[config.mk]
export PLATFORM = sky130hd
export DESIGN_NAME = multiturn_pid_position_loop
export DESIGN_NICKNAME = d
export VERILOG_FILES = /design/src/rtl/core/mtpid_pkg.sv /design/src/rtl/core/multiturn_pid_position_loop.sv
export VERILOG_INCLUDE_DIRS = /design/src /design/src/rtl/core
export SDC_FILE = /design/constraint.sdc
export NUM_CORES = 2
export LEC_CHECK = 0
export ABC_CLOCK_PERIOD_IN_PS = 16400
export BUFFER_PORTS_ARGS = -buffer_cell sky130_fd_sc_hd__buf_2
export CORE_MARGIN = 3
export CORE_UTILIZATION = 26
export CTS_CLUSTER_DIAMETER = 150
export DETAILED_ROUTE_END_ITERATION = 8
export PLACE_DENSITY = 0.48
export SYNTH_ARGS = -nofsm -noshare
export SYNTH_HDL_FRONTEND = slang
export SYNTH_SLANG_ARGS = --single-unit
export TNS_END_PERCENT = 20
[constraint.sdc]
create_clock -name i_clk -period 16.4 [get_ports i_clk]
set_input_delay 1.64 -clock i_clk [delete_from_list [all_inputs] [get_ports i_clk]]
set_output_delay 1.64 -clock i_clk [all_outputs]
set_load 0.05 [all_outputs]
[src/rtl/core/multiturn_pid_position_loop_assert.svh]
// Assertion macros shared by the position loop RTL.
`ifndef MULTITURN_PID_POSITION_LOOP_ASSERT_SVH
`define MULTITURN_PID_POSITION_LOOP_ASSERT_SVH

// Same-cycle implication, disabled while reset is asserted.
`define MTPID_ASSERT_NOW(label, clk, rst_n, ante, cons, msg) \
    label: assert property (@(posedge clk) disable iff (!rst_n) (ante) |-> (cons)) \
        else $error(msg);

// Next-cycle implication, disabled while reset is asserted.
`define MTPID_ASSERT_NEXT(label, clk, rst_n, ante, cons, msg) \
    label: assert property (@(posedge clk) disable iff (!rst_n) (ante) |=> (cons)) \
        else $error(msg);

`endif

[src/rtl/core/mtpid_pkg.sv]
// Constants, widths and codes for the multiturn PID position loop.
package mtpid_pkg;

    localparam int REV_W    = 16;
    localparam int ENC_W    = 16;
    localparam int TGT_W    = 32;
    localparam int GAIN_W   = 16;
    localparam int LIMIT_W  = 16;
    localparam int ERR_W    = 34;
    localparam int DIFF_W   = ERR_W + 1;
    localparam int MUL_A_W  = 36;
    localparam int MUL_B_W  = GAIN_W + 1;
    localparam int PROD_W   = MUL_A_W + MUL_B_W;
    localparam int ACC_W    = 54;
    localparam int INT_W    = 48;
    localparam int FRAC_W   = 8;
    localparam int MAG_W    = 16;
    localparam int CFG_IDX_W = 2;
    localparam int IN_DATA_W  = 56;
    localparam int OUT_DATA_W = 56;

    localparam logic [MUL_B_W-1:0] COUNTS_PER_WRAP = MUL_B_W'(56505);
    localparam int INTEGRAL_WINDOW = 100;
    localparam logic signed [ERR_W-1:0] WIN_HI = ERR_W'(INTEGRAL_WINDOW);
    localparam logic signed [ERR_W-1:0] WIN_LO = -WIN_HI;
    localparam logic [LIMIT_W-1:0] LIMIT_RESET = LIMIT_W'(4095);

    localparam logic signed [INT_W-1:0] INT_MAX = {1'b0, {(INT_W-1){1'b1}}};
    localparam logic signed [INT_W-1:0] INT_MIN = {1'b1, {(INT_W-1){1'b0}}};

    // Configuration register indexes
    localparam logic [CFG_IDX_W-1:0] CFG_KP    = 2'd0;
    localparam logic [CFG_IDX_W-1:0] CFG_KI    = 2'd1;
    localparam logic [CFG_IDX_W-1:0] CFG_KD    = 2'd2;
    localparam logic [CFG_IDX_W-1:0] CFG_LIMIT = 2'd3;

    // Request kinds carried in tuser
    localparam logic REQ_TICK = 1'b0;
    localparam logic REQ_WRAP = 1'b1;

endpackage

[src/rtl/core/multiturn_pid_position_loop.sv]
// Top level of the multiturn PID position loop for one motor channel.
//
// Input stream (s_axis): one transaction per request. tuser selects a control
// tick or an encoder wrap event; a wrap event moves the signed revolution
// counter by one and produces no result. Output stream (m_axis): one transaction
// per control tick with drive magnitude, reverse flag and position error.
// Configuration: write i_cfg_we/i_cfg_index/i_cfg_data while the block is idle.
//
// Sequencing: a wrap event leaves the sequencer idle. A control tick runs
// through 9 sequencer steps after acceptance, built around one shared 36x17
// signed multiplier that forms rev*period, P, D and I products one after
// another, followed by integrator, sum and clamp steps. s_axis_tready is high
// only while the sequencer is idle.
//
// The result sits in an output register; the next request is accepted while it
// waits. If the receiver stalls, the following tick holds in its last step until
// the output register frees up. Synchronous active-low reset clears gains to
// zero, the drive limit to 4095, and the revolution count, previous error and
// integrator to zero.
module multiturn_pid_position_loop
    import mtpid_pkg::*;
(
    input  logic                  i_clk,
    input  logic                  i_rst_n,
    input  logic                  s_axis_tvalid,
    output logic                  s_axis_tready,
    // [0] wrap_direction, [16:1] encoder_count, [48:17] target_position, rest zero
    input  logic [IN_DATA_W-1:0]  s_axis_tdata,
    // [0] req_type
    input  logic                  s_axis_tuser,
    output logic                  m_axis_tvalid,
    input  logic                  m_axis_tready,
    // [15:0] drive_magnitude, [16] drive_reverse, [50:17] position_error, rest zero
    output logic [OUT_DATA_W-1:0] m_axis_tdata,
    input  logic                  i_cfg_we,
    input  logic [CFG_IDX_W-1:0]  i_cfg_index,
    input  logic [GAIN_W-1:0]     i_cfg_data
);

    // Sequencer steps
    localparam logic [3:0] S_IDLE  = 4'd0;
    localparam logic [3:0] S_POS   = 4'd1;
    localparam logic [3:0] S_ERR   = 4'd2;
    localparam logic [3:0] S_P     = 4'd3;
    localparam logic [3:0] S_D     = 4'd4;
    localparam logic [3:0] S_I     = 4'd5;
    localparam logic [3:0] S_INT   = 4'd6;
    localparam logic [3:0] S_SUM   = 4'd7;
    localparam logic [3:0] S_CLAMP = 4'd8;
    localparam logic [3:0] S_OUT   = 4'd9;

    logic [3:0]                r_state;
    logic [3:0]                n_state;

    logic signed [GAIN_W-1:0]  r_kp;
    logic signed [GAIN_W-1:0]  r_ki;
    logic signed [GAIN_W-1:0]  r_kd;
    logic [LIMIT_W-1:0]        r_limit;

    logic signed [REV_W-1:0]   r_rev;
    logic signed [ERR_W-1:0]   r_prev_err;
    logic signed [INT_W-1:0]   r_int;

    logic [ENC_W-1:0]          r_enc;
    logic signed [TGT_W-1:0]   r_target;
    logic signed [ERR_W-1:0]   r_err;
    logic signed [DIFF_W-1:0]  r_diff;
    logic                      r_win;
    logic signed [PROD_W-1:0]  r_prod;
    logic signed [ACC_W-1:0]   r_acc;

    logic                      r_out_valid;
    logic [MAG_W-1:0]          r_out_mag;
    logic                      r_out_rev;
    logic signed [ERR_W-1:0]   r_out_err;

    logic                      in_fire;
    logic                      out_free;
    logic signed [MUL_A_W-1:0] mul_a;
    logic signed [MUL_B_W-1:0] mul_b;
    logic signed [PROD_W-1:0]  mul_p;
    logic signed [ERR_W-1:0]   n_err;
    logic signed [INT_W:0]     int_sum;
    logic signed [ACC_W-1:0]   lim;
    logic signed [ACC_W-1:0]   acc_abs;

    assign s_axis_tready = (r_state == S_IDLE);
    assign in_fire       = s_axis_tvalid && s_axis_tready;
    assign out_free      = !r_out_valid || m_axis_tready;

    assign m_axis_tvalid = r_out_valid;
    assign m_axis_tdata  = {{(OUT_DATA_W - ERR_W - 1 - MAG_W){1'b0}},
                            r_out_err, r_out_rev, r_out_mag};

    // Shared multiplier operand select
    always_comb begin
        case (r_state)
            S_POS: begin
                mul_a = MUL_A_W'(r_rev);
                mul_b = $signed(COUNTS_PER_WRAP);
            end
            S_D: begin
                mul_a = MUL_A_W'(r_diff);
                mul_b = MUL_B_W'(r_kd);
            end
            S_I: begin
                mul_a = MUL_A_W'(r_err);
                mul_b = MUL_B_W'(r_ki);
            end
            default: begin
                mul_a = MUL_A_W'(r_err);
                mul_b = MUL_B_W'(r_kp);
            end
        endcase
    end

    assign mul_p = mul_a * mul_b;

    // error = target - (rev * period + encoder), kept modulo 2^34
    assign n_err = ERR_W'(r_target) - r_prod[ERR_W-1:0] - ERR_W'(r_enc);

    assign int_sum = (INT_W+1)'(r_int) + r_prod[INT_W:0];

    assign lim     = $signed({{(ACC_W - LIMIT_W - FRAC_W){1'b0}}, r_limit, {FRAC_W{1'b0}}});
    assign acc_abs = (r_acc <= 0) ? -r_acc : r_acc;

    always_comb begin
        n_state = r_state;
        case (r_state)
            S_IDLE: begin
                if (in_fire && (s_axis_tuser == REQ_TICK)) begin
                    n_state = S_POS;
                end
            end
            S_POS:   n_state = S_ERR;
            S_ERR:   n_state = S_P;
            S_P:     n_state = S_D;
            S_D:     n_state = S_I;
            S_I:     n_state = S_INT;
            S_INT:   n_state = S_SUM;
            S_SUM:   n_state = S_CLAMP;
            S_CLAMP: n_state = S_OUT;
            S_OUT: begin
                if (out_free) begin
                    n_state = S_IDLE;
                end
            end
            default: n_state = S_IDLE;
        endcase
    end

    // Control state, configuration and loop state
    always_ff @(posedge i_clk) begin
        if (!i_rst_n) begin
            r_state     <= S_IDLE;
            r_kp        <= '0;
            r_ki        <= '0;
            r_kd        <= '0;
            r_limit     <= LIMIT_RESET;
            r_rev       <= '0;
            r_prev_err  <= '0;
            r_int       <= '0;
            r_out_valid <= 1'b0;
        end else begin
            r_state <= n_state;

            if (i_cfg_we) begin
                case (i_cfg_index)
                    CFG_KP:    r_kp    <= i_cfg_data;
                    CFG_KI:    r_ki    <= i_cfg_data;
                    CFG_KD:    r_kd    <= i_cfg_data;
                    CFG_LIMIT: r_limit <= i_cfg_data;
                    default:   ;
                endcase
            end

            // Wrap event: step the revolution counter, modulo 2^16
            if (in_fire && (s_axis_tuser == REQ_WRAP)) begin
                r_rev <= s_axis_tdata[0] ? r_rev - 16'sd1 : r_rev + 16'sd1;
            end

            if (r_state == S_P) begin
                r_prev_err <= r_err;
            end

            // Accumulate only inside the window, saturating to 48 bits
            if ((r_state == S_INT) && r_win) begin
                if (int_sum[INT_W] != int_sum[INT_W-1]) begin
                    r_int <= int_sum[INT_W] ? INT_MIN : INT_MAX;
                end else begin
                    r_int <= int_sum[INT_W-1:0];
                end
            end

            if (m_axis_tready) begin
                r_out_valid <= 1'b0;
            end
            if ((r_state == S_OUT) && out_free) begin
                r_out_valid <= 1'b1;
            end
        end
    end

    // Datapath registers
    always_ff @(posedge i_clk) begin
        r_prod <= mul_p;

        if (in_fire) begin
            r_enc    <= s_axis_tdata[ENC_W:1];
            r_target <= s_axis_tdata[ENC_W+TGT_W:ENC_W+1];
        end

        case (r_state)
            S_ERR: r_err <= n_err;
            S_P: begin
                r_diff <= DIFF_W'(r_err) - DIFF_W'(r_prev_err);
                r_win  <= (r_err > WIN_LO) && (r_err < WIN_HI);
            end
            S_D:   r_acc <= ACC_W'(r_prod);
            S_I:   r_acc <= r_acc + ACC_W'(r_prod);
            S_SUM: r_acc <= r_acc + ACC_W'(r_int);
            S_CLAMP: begin
                if (r_acc > lim) begin
                    r_acc <= lim;
                end else if (r_acc < -lim) begin
                    r_acc <= -lim;
                end
            end
            S_OUT: begin
                if (out_free) begin
                    r_out_rev <= (r_acc <= 0);
                    r_out_mag <= acc_abs[FRAC_W+MAG_W-1:FRAC_W];
                    r_out_err <= r_err;
                end
            end
            default: ;
        endcase
    end

`include "multiturn_pid_position_loop_assert.svh"

    // A wrap event moves the revolution count by exactly one and starts no work
    `MTPID_ASSERT_NEXT(a_wrap_step, i_clk, i_rst_n, in_fire && (s_axis_tuser == REQ_WRAP), (r_state == S_IDLE) && ((r_rev == $past(r_rev) + 16'sd1) || (r_rev == $past(r_rev) - 16'sd1)), "wrap event did not step the revolution count by one")

    // A control tick always enters the sequencer
    `MTPID_ASSERT_NEXT(a_tick_start, i_clk, i_rst_n, in_fire && (s_axis_tuser == REQ_TICK), r_state == S_POS, "control tick did not start the sequencer")

    // The value handed to the output stage lies within the drive limit
    `MTPID_ASSERT_NOW(a_clamp_range, i_clk, i_rst_n, r_state == S_OUT, (r_acc <= lim) && (r_acc >= -lim), "clamped sum outside the drive limit")

    // Finishing a tick always presents a result on the next cycle
    `MTPID_ASSERT_NEXT(a_result_shown, i_clk, i_rst_n, (r_state == S_OUT) && out_free, m_axis_tvalid && (r_state == S_IDLE), "finished tick did not present a result")

endmodule
==> qor.csv <==
stage,metric,value,unit
job,Max-Cap Viols,0,
power,P_int,5.59,mW
detailed_routing,routed wire length,166,mm
clocking,Post-CTS Resized,0,
logic_synthesis,Yosys reg bits,443,
logic_synthesis,Synth Area in Compound Gates,0.147,
worst_setup_path,CP Max Fanout,38,
logic_synthesis,most frequent cell after synthesis,inv_1,
clocking,htree depth,2,
placed_design,Final HPWL DP,134,mm
power,switching part of the total power,0.530,
worst_setup_path,Setup CP Type,reg -> reg,
sta,RSZ-0062 raised after global routing,no,
clocking,# Post-CTS Setup Buffers,0,
power,VDD IR-drop max,0.188,mV
power,sequential power share,0.143,
sta,Tmin final,10310,ps
sta,Final Setup Violations,0,
min_path,HP Class,reg -> reg,
logic_synthesis,"area leader, netlist",fa_1,
detailed_routing,Starting DRT DRC Count,2719,
floorplanning,I/O Pins,138,
logic_synthesis,Post-synth EDFFs,223,
power,standby leakage power,24.4,nW
clocking,clock-pin slew on the worst setup and hold paths,60,ps
grt,first-pass GRT wire length,256,mm
logic_synthesis,combinational family with the most area after synthesis,adder cells,
sta,worst-margin pin slew,1290,ps
floorplanning,# rows,159,
placed_design,input/output buffers,125,
final_layout,fraction of layout cells with a size suffix above 1,0.0790,
logic_synthesis,register area share after synthesis,0.225,
floorplanning,Core Box Area,0.188,mm2
logic_synthesis,cells after synthesis,5552,
sta,Max Clock Skew,39.9,ps
grt,vias in the first global route,40600,
detailed_routing,Post-route DRC,0,
logic_synthesis,Simple-Gate Fraction of Synth Area,0.143,
worst_setup_path,WP data required,16920,ps
final_layout,cell area after layout,0.0546,mm2
logic_synthesis,post-synthesis adder-cell area fraction,0.346,
power,Pwr Density,218,mW/mm2
status,status,finished clean,
logic_synthesis,mux cell area share after synthesis,0.0137,
floorplanning,full die area,0.195,mm2
grt,largest net degree at the start of global routing,83,
final_layout,NumNets Final,6635,
logic_synthesis,Post-synth ARST share,0,
detailed_routing,Avg Vias per Cell,4.81,
logic_synthesis,xor/xnor share of the synthesized area,0.0440,
power,power share of the clock group,0.098,
power,Combinational Power Share,0.758,
grt,gr ovfl total,0,
sta,fin. max-slew vios,0,
detailed_routing,drt first pass iters,6,
detailed_routing,post-route ant nets,0,
logic_synthesis,top-area cell type share of the netlist area,0.240,
sta,Fin. Hold Viols,0,
grt,initial antenna violation count,3,
floorplanning,DIE WIDTH,442,um
logic_synthesis,"Cell Area, Synth",0.0494,mm2
floorplanning,Die Ht,442,um
worst_setup_path,Critical Path Sink Type,flip-flop,
grt,GRT Util Overall,0.170,
placed_design,Area after DPL,0.0530,mm2
worst_setup_path,"Arr. time, crit path",10830,ps
clocking,clock buffer count from CTS,50,
logic_synthesis,"Top FF cell, synth",edfxtp_1,
logic_synthesis,top post-synthesis cells by count,"inv_1 (815), nand2_1 (676), fa_1 (591), nor2_1 (480), ha_1 (387)",
clocking,root buf cell,clkbuf_16,
logic_synthesis,post-synthesis area per instance,8.89,um2
sta,max frequency,97.0,MHz
logic_synthesis,Synth area leaders,"fa_1 (24%), edfxtp_1 (14%), ha_1 (9.8%), dfxtp_1 (8.9%), inv_1 (6.2%)",
sta,setup_tns,0,ps
logic_synthesis,Netlist cell types,90,
clocking,# clock sinks,443,
worst_setup_path,Worst setup SP type,flip-flop,
clocking,CTS tree,yes,
logic_synthesis,Synth warnings,0,
sta,Max transition margin,0.135,
final_layout,area delta synth->final,10.6,%
placed_design,routability congestion estimate,0.866,
floorplanning,Starting Density,0.262,
clocking,later-pin clock latency in the skew report,660,ps
detailed_routing,Avg WL per Cell,20.5,um
clocking,"Hold-fix buffers, CTS",0,
detailed_routing,vias post-DR,39000,
sta,"Period Utilization, post-route",0.629,
power,Switching Power,6.32,mW
clocking,clk buf depth,3,
cells by family after synthesis:
family,count (synthesis)
fa+ha+maj,1016
simple gates,1599
buf+inv,1053
flops,443
xor+xnor,247
other cells,1
mux,61
compound gates,1132
power by group through the flow:
| stage | clock network, mW | registers, mW | logic [mW] |
|---|---|---|---|
| after detailed placement | 0 | 1.72 | 8.89 |
| after floorplan | 0 | 1.57 | 6.40 |
| final | 1.17 | 1.71 | 9.03 |
| after CTS | 1.21 | 1.70 | 9.05 |
| after global placement | 0 | 1.72 | 8.96 |
| after global routing | 1.24 | 1.72 | 10.2 |
layer usage:
| metal | wire length (um) | vias up | GRT usage |
|---|---|---|---|
| met5 | 0 | - | 0 |
| met4 | 8110 | 0 | 0.0729 |
| met3 | 5720 | 226 | 0.0115 |
| met2 | 80600 | 898 | 0.294 |
| met1 | 71600 | 19500 | 0.217 |
| li1 | - | 18400 | - |
path summary, 6_finish.rpt:
check | start | end | slack (ps) | cells after the start
setup / recovery | r_state[1] | r_prod[45] | 6090 | 26
hold / removal | r_ki[10] | r_ki[10] | 450 | 2
setup reg to reg | r_state[1] | r_prod[45] | 6090 | 26
hold reg to reg | r_ki[10] | r_ki[10] | 450 | 2
through the flow:
| stage | cells | utilization | total power [mW] | hold WS [ps] | setup slack [ps] |
|---|---|---|---|---|---|
| floorplan | 5556 | - | 7.98 | 433 | 8100 |
| global placement | 8020 | 0.281 | 10.7 | 439 | 6210 |
| detailed placement | 8020 | 0.281 | 10.6 | 443 | 6130 |
| CTS | 8112 | 0.290 | 12.0 | 452 | 6050 |
| global route | 8113 | 0.290 | 13.1 | 470 | 5260 |
| finish | 8113 | 0.290 | 11.9 | 453 | 6090 |
registers in the layout, summed over array words and instances (netlist names), 16 cells and up:
name        flops
r_diff         35
r_enc          16
r_err          34
r_prev_err     34
r_acc          54
r_ki           16
r_kd           16
r_prod         53
r_out_mag      16
r_kp           16
r_out_err      34
r_target       32
r_limit        16
r_rev          16
r_int          48
area by class of cell:
class	instances	area (um2)
antenna	1	2.50
clock inverter	24	273
sequential	443	11100
tap	2495	3120
timing repair buffer	204	1230
inverter	818	3070
fill	20100	134000
multi-input combinational	4060	34400
clock buffer	68	1370
cells in the final DEF (no fill, tap or decap), drive strengths merged, types with 27 or more instances in the layout:
master  instances
a211oi         38
a21o          138
a21oi         400
a221oi         28
a22oi          43
a31oi          33
and2           42
and3           38
buf           204
clkbuf         68
dfxtp         220
edfxtp        223
fa            591
ha            387
inv           816
maj3           38
mux2           52
nand2         676
nand2b         68
nand3          45
nand4          49
nor2          480
nor2b          61
nor3           56
nor4           30
o211ai         27
o21a           34
o21ai         226
o21bai         30
xnor2         170
xor2           77
critical path, stage by stage, from the launching register on:
cell and delay, ps:
dfxtp_1 670, nand2b_1 350, nor2_1 220, a222oi_1 480, buf_4 520, nor2b_2 600, buf_4 400, nor2_1 120
fa_1 500, fa_1 520, fa_1 540, fa_1 550, fa_1 590, inv_1 70, fa_1 540, inv_1 50
ha_1 440, and4_1 300, and3_1 210, o311ai_0 280, a31oi_1 440, a21oi_1 170, o21ai_0 370, o21ai_0 300
a21boi_0 520, nor2_1 110, nor4_1 300
No activity file was read; power rests on OpenSTA's default activity.
